File: config.mk
export PLATFORM = sky130hd
export DESIGN_NAME = priority_round_robin_task_scheduler_flat
export DESIGN_NICKNAME = d
export VERILOG_FILES = /design/src/prrts_pkg.sv /design/src/prrts_if.sv /design/src/prrts_ctrl.sv /design/src/prrts_dpath.sv /design/src/priority_round_robin_task_scheduler.sv /design/src/flat_wrapper.sv
export VERILOG_INCLUDE_DIRS = /design/src /design/src/src
export SDC_FILE = /design/constraint.sdc
export NUM_CORES = 2
export LEC_CHECK = 0
export BUFFER_PORTS_ARGS = -buffer_cell sky130_fd_sc_hd__buf_4
export CAP_MARGIN = 20
export CELL_PAD_IN_SITES_DETAIL_PLACEMENT = 0
export CELL_PAD_IN_SITES_GLOBAL_PLACEMENT = 2
export CORE_MARGIN = 2
export CORE_UTILIZATION = 40
export CTS_CLUSTER_DIAMETER = 50
export DETAILED_ROUTE_END_ITERATION = 8
export PLACE_DENSITY = 0.77
export SYNTH_ARGS = -nofsm -noshare
export SYNTH_HDL_FRONTEND = slang
export SYNTH_HIERARCHICAL = 1
export SYNTH_SLANG_ARGS = --single-unit
File: constraint.sdc
create_clock -name i_clk -period 12.67 [get_ports i_clk]
set_input_delay 2.534 -clock i_clk [delete_from_list [all_inputs] [get_ports i_clk]]
set_output_delay 2.534 -clock i_clk [all_outputs]
set_load 0.05 [all_outputs]
File: src/priority_round_robin_task_scheduler_macros.svh
// Assertion helpers for the task scheduler
`ifndef PRIORITY_ROUND_ROBIN_TASK_SCHEDULER_MACROS_SVH
`define PRIORITY_ROUND_ROBIN_TASK_SCHEDULER_MACROS_SVH

`define PRRTS_ASSERT_ALWAYS(label, clk, rst_n, cond) \
    label: assert property (@(posedge clk) disable iff (!rst_n) (cond)) \
        else $error("scheduler invariant failed");

`define PRRTS_ASSERT_NEXT(label, clk, rst_n, ante, cons) \
    label: assert property (@(posedge clk) disable iff (!rst_n) (ante) |=> (cons)) \
        else $error("scheduler sequence check failed");

`endif

File: src/prrts_pkg.sv
package prrts_pkg;

    localparam int MAX_SLOTS_DEF   = 16;
    localparam int PRIO_LEVELS_DEF = 4;
    localparam int PRIO_W          = 3;

    localparam logic [2:0] ST_READY    = 3'd0;
    localparam logic [2:0] ST_RUNNING  = 3'd1;
    localparam logic [2:0] ST_SLEEPING = 3'd2;
    localparam logic [2:0] ST_BLOCKED  = 3'd3;
    localparam logic [2:0] ST_DEAD     = 3'd4;

    localparam logic [2:0] CMD_CREATE = 3'd0;
    localparam logic [2:0] CMD_YIELD  = 3'd1;
    localparam logic [2:0] CMD_SLEEP  = 3'd2;
    localparam logic [2:0] CMD_EXIT   = 3'd3;
    localparam logic [2:0] CMD_WAIT   = 3'd4;

    localparam logic [1:0] STS_OK        = 2'd0;
    localparam logic [1:0] STS_FULL      = 2'd1;
    localparam logic [1:0] STS_NOT_FOUND = 2'd2;

    localparam logic [1:0] AS_I   = 2'd0;
    localparam logic [1:0] AS_J   = 2'd1;
    localparam logic [1:0] AS_CUR = 2'd2;
    localparam logic [1:0] AS_TGT = 2'd3;

    localparam logic [4:0] OP_NOP       = 5'd0;
    localparam logic [4:0] OP_LOAD      = 5'd1;
    localparam logic [4:0] OP_CR_STEP   = 5'd2;
    localparam logic [4:0] OP_CR_APPEND = 5'd3;
    localparam logic [4:0] OP_CR_WRITE  = 5'd4;
    localparam logic [4:0] OP_WT_MISS   = 5'd5;
    localparam logic [4:0] OP_WT_STEP   = 5'd6;
    localparam logic [4:0] OP_MOD       = 5'd7;
    localparam logic [4:0] OP_P1_STEP   = 5'd8;
    localparam logic [4:0] OP_P2_INIT   = 5'd9;
    localparam logic [4:0] OP_P2_NEXTJ  = 5'd10;
    localparam logic [4:0] OP_P2_STEP   = 5'd11;
    localparam logic [4:0] OP_P3_INIT   = 5'd12;
    localparam logic [4:0] OP_P3_STEP   = 5'd13;
    localparam logic [4:0] OP_P4_INIT   = 5'd14;
    localparam logic [4:0] OP_P4_STEP   = 5'd15;
    localparam logic [4:0] OP_SW_OLD    = 5'd16;
    localparam logic [4:0] OP_SW_NEW    = 5'd17;
    localparam logic [4:0] OP_FIN       = 5'd18;
    localparam logic [4:0] OP_EMIT      = 5'd19;
    localparam logic [4:0] OP_I_CLR     = 5'd20;

    typedef struct packed {
        logic [2:0]        state;
        logic [PRIO_W-1:0] prio;
        logic              held;
        logic [15:0]       id;
        logic [31:0]       wake;
        logic [15:0]       wait_for;
        logic [15:0]       code;
    } t_slot;

    typedef struct packed {
        logic [4:0] op;
        logic [1:0] asel;
    } t_cmd;

    typedef struct packed {
        logic [2:0] cmd;
        logic       end_lt;
        logic       end_le;
        logic       j_end;
        logic       reuse;
        logic       match;
        logic       dead;
        logic       same;
        logic       can_append;
        logic       out_free;
    } t_sts;

endpackage

File: src/prrts_if.sv
interface prrts_in_if;
    logic        valid;
    logic        ready;
    logic [2:0]  cmd;
    logic [1:0]  priority_req;
    logic [31:0] now_tick;
    logic [31:0] sleep_ticks;
    logic [15:0] target_id;
    logic signed [15:0] exit_value;

    modport source (output valid, output cmd, output priority_req, output now_tick,
                    output sleep_ticks, output target_id, output exit_value, input ready);
    modport sink (input valid, input cmd, input priority_req, input now_tick,
                  input sleep_ticks, input target_id, input exit_value, output ready);
endinterface

interface prrts_out_if;
    logic        valid;
    logic        ready;
    logic [1:0]  status;
    logic [3:0]  running_slot;
    logic        switched;
    logic [15:0] created_id;
    logic signed [15:0] result_code;

    modport source (output valid, output status, output running_slot, output switched,
                    output created_id, output result_code, input ready);
    modport sink (input valid, input status, input running_slot, input switched,
                  input created_id, input result_code, output ready);
endinterface

File: src/prrts_ctrl.sv
module prrts_ctrl
    import prrts_pkg::*;
(
    input  logic i_clk,
    input  logic i_rst_n,
    input  logic i_in_valid,
    output logic o_in_ready,
    input  t_sts i_sts,
    output t_cmd o_cmd
);

    localparam logic [4:0] S_IDLE   = 5'd0;
    localparam logic [4:0] S_DISP   = 5'd1;
    localparam logic [4:0] S_CR_RD  = 5'd2;
    localparam logic [4:0] S_CR_EX  = 5'd3;
    localparam logic [4:0] S_CR_SEL = 5'd4;
    localparam logic [4:0] S_CR_WRD = 5'd5;
    localparam logic [4:0] S_CR_WEX = 5'd6;
    localparam logic [4:0] S_WT_RD  = 5'd7;
    localparam logic [4:0] S_WT_EX  = 5'd8;
    localparam logic [4:0] S_MOD_RD = 5'd9;
    localparam logic [4:0] S_MOD_EX = 5'd10;
    localparam logic [4:0] S_P1_RD  = 5'd11;
    localparam logic [4:0] S_P1_EX  = 5'd12;
    localparam logic [4:0] S_P2_RD  = 5'd13;
    localparam logic [4:0] S_P2_EX  = 5'd14;
    localparam logic [4:0] S_P3_RD  = 5'd15;
    localparam logic [4:0] S_P3_EX  = 5'd16;
    localparam logic [4:0] S_P4_RD  = 5'd17;
    localparam logic [4:0] S_P4_EX  = 5'd18;
    localparam logic [4:0] S_SW_RD  = 5'd19;
    localparam logic [4:0] S_SW_EX  = 5'd20;
    localparam logic [4:0] S_SW2_RD = 5'd21;
    localparam logic [4:0] S_SW2_EX = 5'd22;
    localparam logic [4:0] S_FIN_RD = 5'd23;
    localparam logic [4:0] S_FIN_EX = 5'd24;
    localparam logic [4:0] S_EMIT   = 5'd25;

    logic [4:0] r_state;
    logic [4:0] n_state;

    always_ff @(posedge i_clk) begin
        if (!i_rst_n) begin
            r_state <= S_IDLE;
        end else begin
            r_state <= n_state;
        end
    end

    always_comb begin
        n_state    = r_state;
        o_cmd.op   = OP_NOP;
        o_cmd.asel = AS_I;
        o_in_ready = 1'b0;
        unique case (r_state)
            S_IDLE: begin
                o_in_ready = 1'b1;
                if (i_in_valid) begin
                    o_cmd.op = OP_LOAD;
                    n_state  = S_DISP;
                end
            end
            S_DISP: begin
                unique case (i_sts.cmd)
                    CMD_CREATE: n_state = S_CR_RD;
                    CMD_YIELD: begin
                        o_cmd.op = OP_I_CLR;
                        n_state  = S_P1_RD;
                    end
                    CMD_SLEEP, CMD_EXIT: n_state = S_MOD_RD;
                    CMD_WAIT: n_state = S_WT_RD;
                    default: n_state = S_FIN_RD;
                endcase
            end
            S_CR_RD: begin
                n_state = i_sts.end_lt ? S_CR_SEL : S_CR_EX;
            end
            S_CR_EX: begin
                o_cmd.op = OP_CR_STEP;
                n_state  = i_sts.reuse ? S_CR_WRD : S_CR_RD;
            end
            S_CR_SEL: begin
                o_cmd.op = OP_CR_APPEND;
                n_state  = i_sts.can_append ? S_CR_WRD : S_FIN_RD;
            end
            S_CR_WRD: begin
                o_cmd.asel = AS_TGT;
                n_state    = S_CR_WEX;
            end
            S_CR_WEX: begin
                o_cmd.asel = AS_TGT;
                o_cmd.op   = OP_CR_WRITE;
                n_state    = S_FIN_RD;
            end
            S_WT_RD: begin
                if (i_sts.end_lt) begin
                    o_cmd.op = OP_WT_MISS;
                    n_state  = S_EMIT;
                end else begin
                    n_state = S_WT_EX;
                end
            end
            S_WT_EX: begin
                o_cmd.op = OP_WT_STEP;
                priority if (i_sts.match && i_sts.dead) n_state = S_EMIT;
                else if (i_sts.match) n_state = S_MOD_RD;
                else n_state = S_WT_RD;
            end
            S_MOD_RD: begin
                o_cmd.asel = AS_CUR;
                n_state    = S_MOD_EX;
            end
            S_MOD_EX: begin
                o_cmd.asel = AS_CUR;
                o_cmd.op   = OP_MOD;
                n_state    = S_P1_RD;
            end
            S_P1_RD: begin
                if (i_sts.end_lt) begin
                    o_cmd.op = OP_P2_INIT;
                    n_state  = S_P2_RD;
                end else begin
                    n_state = S_P1_EX;
                end
            end
            S_P1_EX: begin
                o_cmd.op = OP_P1_STEP;
                n_state  = S_P1_RD;
            end
            S_P2_RD: begin
                o_cmd.asel = AS_J;
                priority if (i_sts.j_end) begin
                    o_cmd.op = OP_P3_INIT;
                    n_state  = S_P3_RD;
                end else if (i_sts.end_lt) begin
                    o_cmd.op = OP_P2_NEXTJ;
                end else begin
                    n_state = S_P2_EX;
                end
            end
            S_P2_EX: begin
                o_cmd.asel = AS_J;
                o_cmd.op   = OP_P2_STEP;
                n_state    = S_P2_RD;
            end
            S_P3_RD: begin
                if (i_sts.end_lt) begin
                    o_cmd.op = OP_P4_INIT;
                    n_state  = S_P4_RD;
                end else begin
                    n_state = S_P3_EX;
                end
            end
            S_P3_EX: begin
                o_cmd.op = OP_P3_STEP;
                n_state  = S_P3_RD;
            end
            S_P4_RD: begin
                o_cmd.asel = AS_J;
                n_state    = i_sts.end_le ? S_SW_RD : S_P4_EX;
            end
            S_P4_EX: begin
                o_cmd.asel = AS_J;
                o_cmd.op   = OP_P4_STEP;
                n_state    = S_P4_RD;
            end
            S_SW_RD: begin
                o_cmd.asel = AS_CUR;
                n_state    = i_sts.same ? S_FIN_RD : S_SW_EX;
            end
            S_SW_EX: begin
                o_cmd.asel = AS_CUR;
                o_cmd.op   = OP_SW_OLD;
                n_state    = S_SW2_RD;
            end
            S_SW2_RD: begin
                o_cmd.asel = AS_TGT;
                n_state    = S_SW2_EX;
            end
            S_SW2_EX: begin
                o_cmd.asel = AS_TGT;
                o_cmd.op   = OP_SW_NEW;
                n_state    = S_FIN_RD;
            end
            S_FIN_RD: begin
                o_cmd.asel = AS_CUR;
                n_state    = S_FIN_EX;
            end
            S_FIN_EX: begin
                o_cmd.asel = AS_CUR;
                o_cmd.op   = OP_FIN;
                n_state    = S_EMIT;
            end
            S_EMIT: begin
                if (i_sts.out_free) begin
                    o_cmd.op = OP_EMIT;
                    n_state  = S_IDLE;
                end
            end
            default: n_state = S_IDLE;
        endcase
    end

endmodule

File: src/prrts_dpath.sv
`include "priority_round_robin_task_scheduler_macros.svh"

module prrts_dpath
    import prrts_pkg::*;
#(
    parameter int MAX_SLOTS       = MAX_SLOTS_DEF,
    parameter int PRIORITY_LEVELS = PRIO_LEVELS_DEF
) (
    input  logic               i_clk,
    input  logic               i_rst_n,
    input  t_cmd               i_cmd,
    output t_sts               o_sts,
    input  logic [2:0]         i_cmd_code,
    input  logic [1:0]         i_priority_req,
    input  logic [31:0]        i_now_tick,
    input  logic [31:0]        i_sleep_ticks,
    input  logic [15:0]        i_target_id,
    input  logic signed [15:0] i_exit_value,
    input  logic               i_out_ready,
    output logic               o_out_valid,
    output logic [1:0]         o_status,
    output logic [3:0]         o_running_slot,
    output logic               o_switched,
    output logic [15:0]        o_created_id,
    output logic signed [15:0] o_result_code
);

    localparam int IW = (MAX_SLOTS > 1) ? $clog2(MAX_SLOTS) : 1;
    localparam int CW = $clog2(MAX_SLOTS + 2);

    t_slot                 mem [MAX_SLOTS];
    logic [MAX_SLOTS-1:0]  r_vld;
    t_slot                 r_qa;
    t_slot                 r_qb;

    logic [CW-1:0]     r_i;
    logic [CW-1:0]     r_j;
    logic [CW-1:0]     r_used;
    logic [IW-1:0]     r_cur;
    logic [IW-1:0]     r_tgt;
    logic [15:0]       r_idc;
    logic [PRIO_W-1:0] r_best;
    logic              r_found;

    logic [2:0]  r_cmd;
    logic [1:0]  r_prio;
    logic [31:0] r_now;
    logic [31:0] r_ticks;
    logic [15:0] r_target;
    logic [15:0] r_code;

    logic [1:0]  r_status;
    logic        r_sw;
    logic [15:0] r_created;
    logic [15:0] r_res;
    logic        r_res_set;

    logic        r_ov;
    logic [1:0]  r_o_status;
    logic [3:0]  r_o_slot;
    logic        r_o_sw;
    logic [15:0] r_o_created;
    logic [15:0] r_o_res;

    logic [IW-1:0]     ra;
    logic [IW-1:0]     rb;
    logic              wen;
    logic [IW-1:0]     wa;
    t_slot             wd;
    logic [32:0]       wake_sum;
    logic [31:0]       wake_sat;
    logic [PRIO_W-1:0] prio_c;
    logic              p2_hit;
    logic [CW-1:0]     j_first;
    logic [CW-1:0]     j_inc;
    logic              out_free;

    function automatic t_slot rst_rec(input logic [IW-1:0] a);
        t_slot r;
        r = '0;
        if (a == '0) begin
            r.state = ST_RUNNING;
            r.prio  = PRIO_W'(PRIORITY_LEVELS - 1);
        end else begin
            r.state = ST_READY;
        end
        return r;
    endfunction

    always_comb begin
        unique case (i_cmd.asel)
            AS_I:   ra = r_i[IW-1:0];
            AS_J:   ra = r_j[IW-1:0];
            AS_CUR: ra = r_cur;
            AS_TGT: ra = r_tgt;
            default: ra = r_cur;
        endcase
    end
    assign rb = r_i[IW-1:0];

    assign wake_sum = {1'b0, r_now} + {1'b0, r_ticks};
    assign wake_sat = wake_sum[32] ? 32'hFFFF_FFFF : wake_sum[31:0];
    assign prio_c   = (int'(r_prio) >= PRIORITY_LEVELS) ? PRIO_W'(PRIORITY_LEVELS - 1)
                                                        : PRIO_W'(r_prio);
    assign p2_hit   = (r_qa.state == ST_BLOCKED) && (r_qb.state == ST_DEAD)
                    && (r_i[IW-1:0] != r_cur) && (r_qa.wait_for == r_qb.id);
    assign j_first  = ((CW'(r_cur) + 1'b1) == r_used) ? '0 : CW'(r_cur) + 1'b1;
    assign j_inc    = ((r_j + 1'b1) == r_used) ? '0 : r_j + 1'b1;
    assign out_free = !r_ov || i_out_ready;

    always_comb begin
        wen = 1'b0;
        wa  = r_cur;
        wd  = r_qa;
        unique case (i_cmd.op)
            OP_CR_WRITE: begin
                wen         = 1'b1;
                wa          = r_tgt;
                wd.id       = r_idc;
                wd.state    = ST_READY;
                wd.prio     = prio_c;
                wd.code     = '0;
                wd.wait_for = '0;
                wd.held     = 1'b1;
            end
            OP_MOD: begin
                wen = 1'b1;
                wa  = r_cur;
                unique case (r_cmd)
                    CMD_SLEEP: begin
                        wd.state = ST_SLEEPING;
                        wd.wake  = wake_sat;
                    end
                    CMD_EXIT: begin
                        wd.state = ST_DEAD;
                        wd.code  = r_code;
                    end
                    default: begin
                        wd.state    = ST_BLOCKED;
                        wd.wait_for = r_target;
                    end
                endcase
            end
            OP_P1_STEP: begin
                wen      = (r_qa.state == ST_SLEEPING) && (r_now >= r_qa.wake);
                wa       = r_i[IW-1:0];
                wd.state = ST_READY;
            end
            OP_P2_STEP: begin
                wen         = p2_hit;
                wa          = r_j[IW-1:0];
                wd.state    = ST_READY;
                wd.code     = r_qb.code;
                wd.wait_for = '0;
            end
            OP_P3_STEP: begin
                wen     = (r_qa.state == ST_DEAD) && (r_i[IW-1:0] != r_cur);
                wa      = r_i[IW-1:0];
                wd.held = 1'b0;
            end
            OP_SW_OLD: begin
                wen      = (r_qa.state == ST_RUNNING);
                wa       = r_cur;
                wd.state = ST_READY;
            end
            OP_SW_NEW: begin
                wen      = 1'b1;
                wa       = r_tgt;
                wd.state = ST_RUNNING;
            end
            default: wen = 1'b0;
        endcase
    end

    always_ff @(posedge i_clk) begin
        if (wen) begin
            mem[wa] <= wd;
        end
        r_qa <= r_vld[ra] ? mem[ra] : rst_rec(ra);
        r_qb <= r_vld[rb] ? mem[rb] : rst_rec(rb);
    end

    always_ff @(posedge i_clk) begin
        if (!i_rst_n) begin
            r_vld <= '0;
        end else if (wen) begin
            r_vld[wa] <= 1'b1;
        end
    end

    always_ff @(posedge i_clk) begin
        if (!i_rst_n) begin
            r_ov <= 1'b0;
        end else if (i_cmd.op == OP_EMIT) begin
            r_ov <= 1'b1;
        end else if (i_out_ready) begin
            r_ov <= 1'b0;
        end
    end

    always_ff @(posedge i_clk) begin
        if (!i_rst_n) begin
            r_used  <= CW'(1);
            r_cur   <= '0;
            r_idc   <= 16'd1;
            r_i     <= '0;
            r_j     <= '0;
            r_found <= 1'b0;
        end else begin
            unique case (i_cmd.op)
                OP_LOAD: begin
                    r_cmd     <= i_cmd_code;
                    r_prio    <= i_priority_req;
                    r_now     <= i_now_tick;
                    r_ticks   <= i_sleep_ticks;
                    r_target  <= i_target_id;
                    r_code    <= i_exit_value;
                    r_status  <= STS_OK;
                    r_sw      <= 1'b0;
                    r_created <= '0;
                    r_res_set <= 1'b0;
                    r_i       <= (i_cmd_code == CMD_CREATE) ? CW'(1) : '0;
                end
                OP_I_CLR: r_i <= '0;
                OP_CR_STEP: begin
                    if (o_sts.reuse) begin
                        r_tgt <= r_i[IW-1:0];
                    end else begin
                        r_i <= r_i + 1'b1;
                    end
                end
                OP_CR_APPEND: begin
                    if (o_sts.can_append) begin
                        r_tgt <= r_used[IW-1:0];
                    end else begin
                        r_status <= STS_FULL;
                    end
                end
                OP_CR_WRITE: begin
                    if (CW'(r_tgt) >= r_used) begin
                        r_used <= CW'(r_tgt) + 1'b1;
                    end
                    r_created <= r_idc;
                    r_idc     <= r_idc + 16'd1;
                end
                OP_WT_MISS: begin
                    r_status  <= STS_NOT_FOUND;
                    r_res     <= 16'hFFFF;
                    r_res_set <= 1'b1;
                end
                OP_WT_STEP: begin
                    if (o_sts.match) begin
                        if (o_sts.dead) begin
                            r_res     <= r_qa.code;
                            r_res_set <= 1'b1;
                        end
                    end else begin
                        r_i <= r_i + 1'b1;
                    end
                end
                OP_MOD: r_i <= '0;
                OP_P1_STEP, OP_P2_STEP, OP_P3_STEP: r_i <= r_i + 1'b1;
                OP_P2_INIT: begin
                    r_j <= '0;
                    r_i <= CW'(1);
                end
                OP_P2_NEXTJ: begin
                    r_j <= r_j + 1'b1;
                    r_i <= CW'(1);
                end
                OP_P3_INIT: r_i <= CW'(1);
                OP_P4_INIT: begin
                    r_i     <= CW'(1);
                    r_j     <= j_first;
                    r_found <= 1'b0;
                    r_tgt   <= '0;
                end
                OP_P4_STEP: begin
                    if ((r_qa.state == ST_READY) && (!r_found || (r_qa.prio < r_best))) begin
                        r_tgt   <= r_j[IW-1:0];
                        r_best  <= r_qa.prio;
                        r_found <= 1'b1;
                    end
                    r_i <= r_i + 1'b1;
                    r_j <= j_inc;
                end
                OP_SW_NEW: begin
                    r_cur <= r_tgt;
                    r_sw  <= 1'b1;
                end
                OP_FIN: begin
                    if (!r_res_set) begin
                        r_res <= r_qa.code;
                    end
                end
                OP_EMIT: begin
                    r_o_status  <= r_status;
                    r_o_slot    <= 4'(r_cur);
                    r_o_sw      <= r_sw;
                    r_o_created <= r_created;
                    r_o_res     <= r_res;
                end
                default: ;
            endcase
        end
    end

    always_comb begin
        o_sts.cmd        = r_cmd;
        o_sts.end_lt     = (r_i >= r_used);
        o_sts.end_le     = (r_i > r_used);
        o_sts.j_end      = (r_j >= r_used);
        o_sts.reuse      = (r_qa.state == ST_DEAD) && !r_qa.held;
        o_sts.match      = (r_qa.id == r_target);
        o_sts.dead       = (r_qa.state == ST_DEAD);
        o_sts.same       = (r_tgt == r_cur);
        o_sts.can_append = (r_used < CW'(MAX_SLOTS));
        o_sts.out_free   = out_free;
    end

    assign o_out_valid    = r_ov;
    assign o_status       = r_o_status;
    assign o_running_slot = r_o_slot;
    assign o_switched     = r_o_sw;
    assign o_created_id   = r_o_created;
    assign o_result_code  = r_o_res;

    `PRRTS_ASSERT_ALWAYS(a_cur_in_table, i_clk, i_rst_n, CW'(r_cur) < r_used)
    `PRRTS_ASSERT_ALWAYS(a_used_range, i_clk, i_rst_n, (r_used != '0) && (r_used <= CW'(MAX_SLOTS)))
    `PRRTS_ASSERT_NEXT(a_emit_valid, i_clk, i_rst_n, i_cmd.op == OP_EMIT, r_ov)

endmodule

File: src/priority_round_robin_task_scheduler.sv
// Channel   Dir  Modport  Payload
// i_req     in   sink     cmd, priority_req, now_tick, sleep_ticks, target_id, exit_value
// o_rsp     out  source   status, running_slot, switched, created_id, result_code
//
// One request at a time; each table step addresses a slot, then uses the read data.
// The pass time is set by the nested dead-slot/waiter scan on the table.
// Reset is synchronous; per-slot valid bits give the reset table at once, no clearing sweep.
// A finished response waits in the output register; the next request is taken meanwhile.
module priority_round_robin_task_scheduler
    import prrts_pkg::*;
#(
    parameter int MAX_SLOTS       = MAX_SLOTS_DEF,
    parameter int PRIORITY_LEVELS = PRIO_LEVELS_DEF
) (
    input  logic    i_clk,
    input  logic    i_rst_n,
    prrts_in_if.sink    i_req,
    prrts_out_if.source o_rsp
);

    t_cmd cmd;
    t_sts sts;

    prrts_ctrl u_ctrl (
        .i_clk      (i_clk),
        .i_rst_n    (i_rst_n),
        .i_in_valid (i_req.valid),
        .o_in_ready (i_req.ready),
        .i_sts      (sts),
        .o_cmd      (cmd)
    );

    prrts_dpath #(
        .MAX_SLOTS       (MAX_SLOTS),
        .PRIORITY_LEVELS (PRIORITY_LEVELS)
    ) u_dpath (
        .i_clk          (i_clk),
        .i_rst_n        (i_rst_n),
        .i_cmd          (cmd),
        .o_sts          (sts),
        .i_cmd_code     (i_req.cmd),
        .i_priority_req (i_req.priority_req),
        .i_now_tick     (i_req.now_tick),
        .i_sleep_ticks  (i_req.sleep_ticks),
        .i_target_id    (i_req.target_id),
        .i_exit_value   (i_req.exit_value),
        .i_out_ready    (o_rsp.ready),
        .o_out_valid    (o_rsp.valid),
        .o_status       (o_rsp.status),
        .o_running_slot (o_rsp.running_slot),
        .o_switched     (o_rsp.switched),
        .o_created_id   (o_rsp.created_id),
        .o_result_code  (o_rsp.result_code)
    );

endmodule
File: src/flat_wrapper.sv
// flat-port wrapper written by rule: the top's interface ports become plain ports
module priority_round_robin_task_scheduler_flat import prrts_pkg::*;
#(
    parameter int MAX_SLOTS       = MAX_SLOTS_DEF,
    parameter int PRIORITY_LEVELS = PRIO_LEVELS_DEF
)
  (i_clk, i_rst_n, i_req_valid, i_req_cmd, i_req_priority_req, i_req_now_tick, i_req_sleep_ticks, i_req_target_id, i_req_exit_value, i_req_ready, o_rsp_valid, o_rsp_status, o_rsp_running_slot, o_rsp_switched, o_rsp_created_id, o_rsp_result_code, o_rsp_ready);
  prrts_in_if i_req_i ();
  prrts_out_if o_rsp_i ();
  input  logic i_clk;
  input  logic i_rst_n;
  input wire logic [$bits(i_req_i.valid)-1:0] i_req_valid;
  input wire logic [$bits(i_req_i.cmd)-1:0] i_req_cmd;
  input wire logic [$bits(i_req_i.priority_req)-1:0] i_req_priority_req;
  input wire logic [$bits(i_req_i.now_tick)-1:0] i_req_now_tick;
  input wire logic [$bits(i_req_i.sleep_ticks)-1:0] i_req_sleep_ticks;
  input wire logic [$bits(i_req_i.target_id)-1:0] i_req_target_id;
  input wire logic [$bits(i_req_i.exit_value)-1:0] i_req_exit_value;
  output wire logic [$bits(i_req_i.ready)-1:0] i_req_ready;
  output wire logic [$bits(o_rsp_i.valid)-1:0] o_rsp_valid;
  output wire logic [$bits(o_rsp_i.status)-1:0] o_rsp_status;
  output wire logic [$bits(o_rsp_i.running_slot)-1:0] o_rsp_running_slot;
  output wire logic [$bits(o_rsp_i.switched)-1:0] o_rsp_switched;
  output wire logic [$bits(o_rsp_i.created_id)-1:0] o_rsp_created_id;
  output wire logic [$bits(o_rsp_i.result_code)-1:0] o_rsp_result_code;
  input wire logic [$bits(o_rsp_i.ready)-1:0] o_rsp_ready;
  assign i_req_i.valid = i_req_valid;
  assign i_req_i.cmd = i_req_cmd;
  assign i_req_i.priority_req = i_req_priority_req;
  assign i_req_i.now_tick = i_req_now_tick;
  assign i_req_i.sleep_ticks = i_req_sleep_ticks;
  assign i_req_i.target_id = i_req_target_id;
  assign i_req_i.exit_value = i_req_exit_value;
  assign i_req_ready = i_req_i.ready;
  assign o_rsp_valid = o_rsp_i.valid;
  assign o_rsp_status = o_rsp_i.status;
  assign o_rsp_running_slot = o_rsp_i.running_slot;
  assign o_rsp_switched = o_rsp_i.switched;
  assign o_rsp_created_id = o_rsp_i.created_id;
  assign o_rsp_result_code = o_rsp_i.result_code;
  assign o_rsp_i.ready = o_rsp_ready;
  priority_round_robin_task_scheduler #(.MAX_SLOTS(MAX_SLOTS), .PRIORITY_LEVELS(PRIORITY_LEVELS)) u_core (.i_clk(i_clk), .i_rst_n(i_rst_n), .i_req(i_req_i), .o_rsp(o_rsp_i));
endmodule
==> impl_metrics.ini <==
[synth]
syn-cell-area_um2 = 74100
syn-num-nets = 4036
synth_top_flop_cell = edfxtp_1
avgSynthCellArea_um2 = 19.3
ys_seq_area_frac = 0.688
async_flop_share = 0
ys_ff_latch = 1759
synth_edf_count = 1575
ys_types = 80
syn_inst = 3844
ys_warn_count = 6

[routing]
drc = 0
wirelength_um = 187000
drt-vias-per-instance = 5.74
first_iter_violations = 3840
ant_nets = 0
drt-pass1-iter-count = 5
wire_per_inst_um = 27.9
num_vias = 38500

[global_routing]
grt_pass1_wl_um = 274000
antenna_found_initial = 1
grt_usage = 0.200
grt_max_degree = 150
overflow = 0
grt_pass1_vias = 39500

[clock_tree]
cts_tree = done
cts_setup_buffers = 0
clock_path_buffers = 3
h-tree-depth = 4
postCtsHoldBufs = 0
cts_resized = 0
cts-root-buf = clkbuf_16
clk_latency_ns = 0.87
clk_pin_slew_worst_paths_ns = 0.06
cts_num_sinks = 1759
numCtsBuffers = 191

[placement]
place.gp.congestion = 0.814
dp.cells = 6333
hpwl_um = 111000
place_area_um2 = 78200
io_buffers = 145
pre_cts_ws_ns = 4.60

[sta]
finalSetupTns_ns = 0
min_period_ns = 7.22
max-slew-margin-rel = 0.200
whs_ns = 0.413
setup_viol = 0
fmax_ghz = 0.139
rsz0062_at_grt = false
worst_slew_pin_slew_ns = 1.19
layout_setup_ws_ns = 5.45
final-hold-violation-count = 0
finClkSkew_ns = 0.0660
final_max_slew_viol_count = 0
finalCritPeriodShare = 0.570

[hold_path]
min_from = u_core/u_dpath/r_created[10]
hold_class = reg2reg

[die]
initial_core_util = 0.404
row_count = 157
die_area_um2 = 189000
io_pins = 146
core_um2 = 183000
dieHeight_um = 434
dieWidth_um = 434

[worst_setup_path]
path_cells = buf_4, nand2b_1, o211ai_1, o21ai_0, nand2_1, nand2_1, nand2b_1, nor2_1, a2bb2oi_1, a221oi_1, nand2_1, nor3_2, buf_4, buf_4
path_class = in2reg
critPathBufInv = 3
endpoint_kind = flip-flop
cp_data_arrival_time_ns = 7.67
cp_top_family = simple AND/OR/NAND/NOR gates
timing.rr.start = u_core/u_dpath/r_i[0]
crit_required_ns = 13.12
cp-startpoint = o_rsp_ready
cp_slowest_cell = buf_4
crit_fanout = 48
setup.worst_path.start_class = input port
cpPeakStageDelay_ns = 0.82

[flow_run]
max-cap-violations = 0

[power]
internal-power_mw = 11.8
power.density_nw_per_um2 = 198
p_clk_frac = 0.330
p_seq_frac = 0.442
p_leak_nw = 27.1
switchingPower_mw = 4.94
swShare = 0.295
power_frac_comb = 0.228
power_mw = 16.7
ir_drop_v = 0.000152

[finish]
finalNonFillerCells = 6705
syn2layout_area_growth_pct = 14.3
fin_area_um2 = 84700
drive_gt1_frac = 0.295
fin_nets = 4265
utilization = 0.462
n_antenna_cell = 0

[outcome]
outcome = finished, final reports clean
## Yosys cell counts (18+ instances only)
library cell | instances | area (um^2)
and3_1 | 29 | 181
a21oi_1 | 108 | 541
or2_2 | 19 | 119
o21ai_0 | 63 | 315
nand2b_1 | 29 | 181
xor2_1 | 31 | 272
buf_2 | 38 | 190
buf_1 | 37 | 139
a22o_1 | 18 | 158
nor2_1 | 100 | 375
mux4_2 | 622 | 14000
ha_1 | 86 | 1080
edfxtp_1 | 1575 | 47300
a21o_1 | 47 | 353
xnor2_1 | 59 | 517
a222oi_1 | 20 | 200
nand4_1 | 30 | 188
dfxtp_1 | 184 | 3680
nand2_1 | 112 | 420
inv_1 | 85 | 319
nand3_1 | 31 | 155
nor3_1 | 37 | 185
nor2b_1 | 134 | 838
clkbuf_1 | 114 | 428
buf_4 | 26 | 195
## state kept, by name, summed over array words and instances, names as in the netlist, 32 cells and up, named ones only
name	flops
u_core/u_dpath/r_qb	35
u_core/u_dpath/mem	1392
u_core/u_dpath/r_now	32
u_core/u_dpath/r_ticks	32
u_core/u_dpath/r_qa	87
## worst paths after layout
check	to	slack, ns	depth (start not counted)
setup / recovery	u_core/u_dpath/mem[10][70]	5.45	14
hold / removal	u_core/u_dpath/o_created_id[10]	0.41	0
hold reg to reg	u_core/u_dpath/o_created_id[10]	0.41	0
setup reg to reg	u_core/u_dpath/mem[10][70]	5.97	20
## metal layers
layer,up-vias,routed length (um),GRT usage
met5,-,0,0
met4,0,4380,0.0560
met3,275,12900,0.0371
met2,1487,91500,0.325
met1,20400,78600,0.277
li1,16300,-,-
## power groups by stage
| stage | clock, mW | combinational (mW) | sequential [mW] |
|---|---|---|---|
| floorplan | 0 | 2.65 | 7.37 |
| global placement | 0 | 3.81 | 7.53 |
| detailed placement | 0 | 3.84 | 7.53 |
| CTS | 5.64 | 3.85 | 7.42 |
| global route | 5.87 | 4.12 | 7.44 |
| finish | 5.52 | 3.82 | 7.41 |
## area by class of cell
class                           count  area (um^2)
Clock inverter                    107         1220
Multi-Input combinational cell   1777        21900
Inverter                           86          323
Sequential cell                  1759        51000
Fill cell                       15500        98800
Clock buffer                      254         5160
Timing Repair Buffer              258         1990
Tap cell                         2464         3080
## cell families (layout without fill, tap and decap cells)
logic type	Yosys count	after routing	synth area share
AO/OA/AOI/OAI	382	382	0.0350
flip-flops	1759	1759	0.688
buffers and inverters	308	705	0.0183
AND/OR/NAND/NOR	579	579	0.0414
multiplexers	638	638	0.191
XOR/XNOR	91	91	0.0109
adder cells (fa/ha/maj)	87	87	0.0148
## layout by cell type, fill, tap and decap left out, types with 47 or more instances in the layout
cell	count
edfxtp_1	1575
mux4_2	618
buf_4	254
clkbuf_16	192
dfxtp_1	180
nor2b_1	133
nand2_1	112
a21oi_1	107
nor2_1	99
ha_1	86
inv_1	85
o21ai_0	61
xnor2_1	59
clkbuf_1	50
a21o_1	47
No activity file was read; power rests on OpenSTA's default activity.
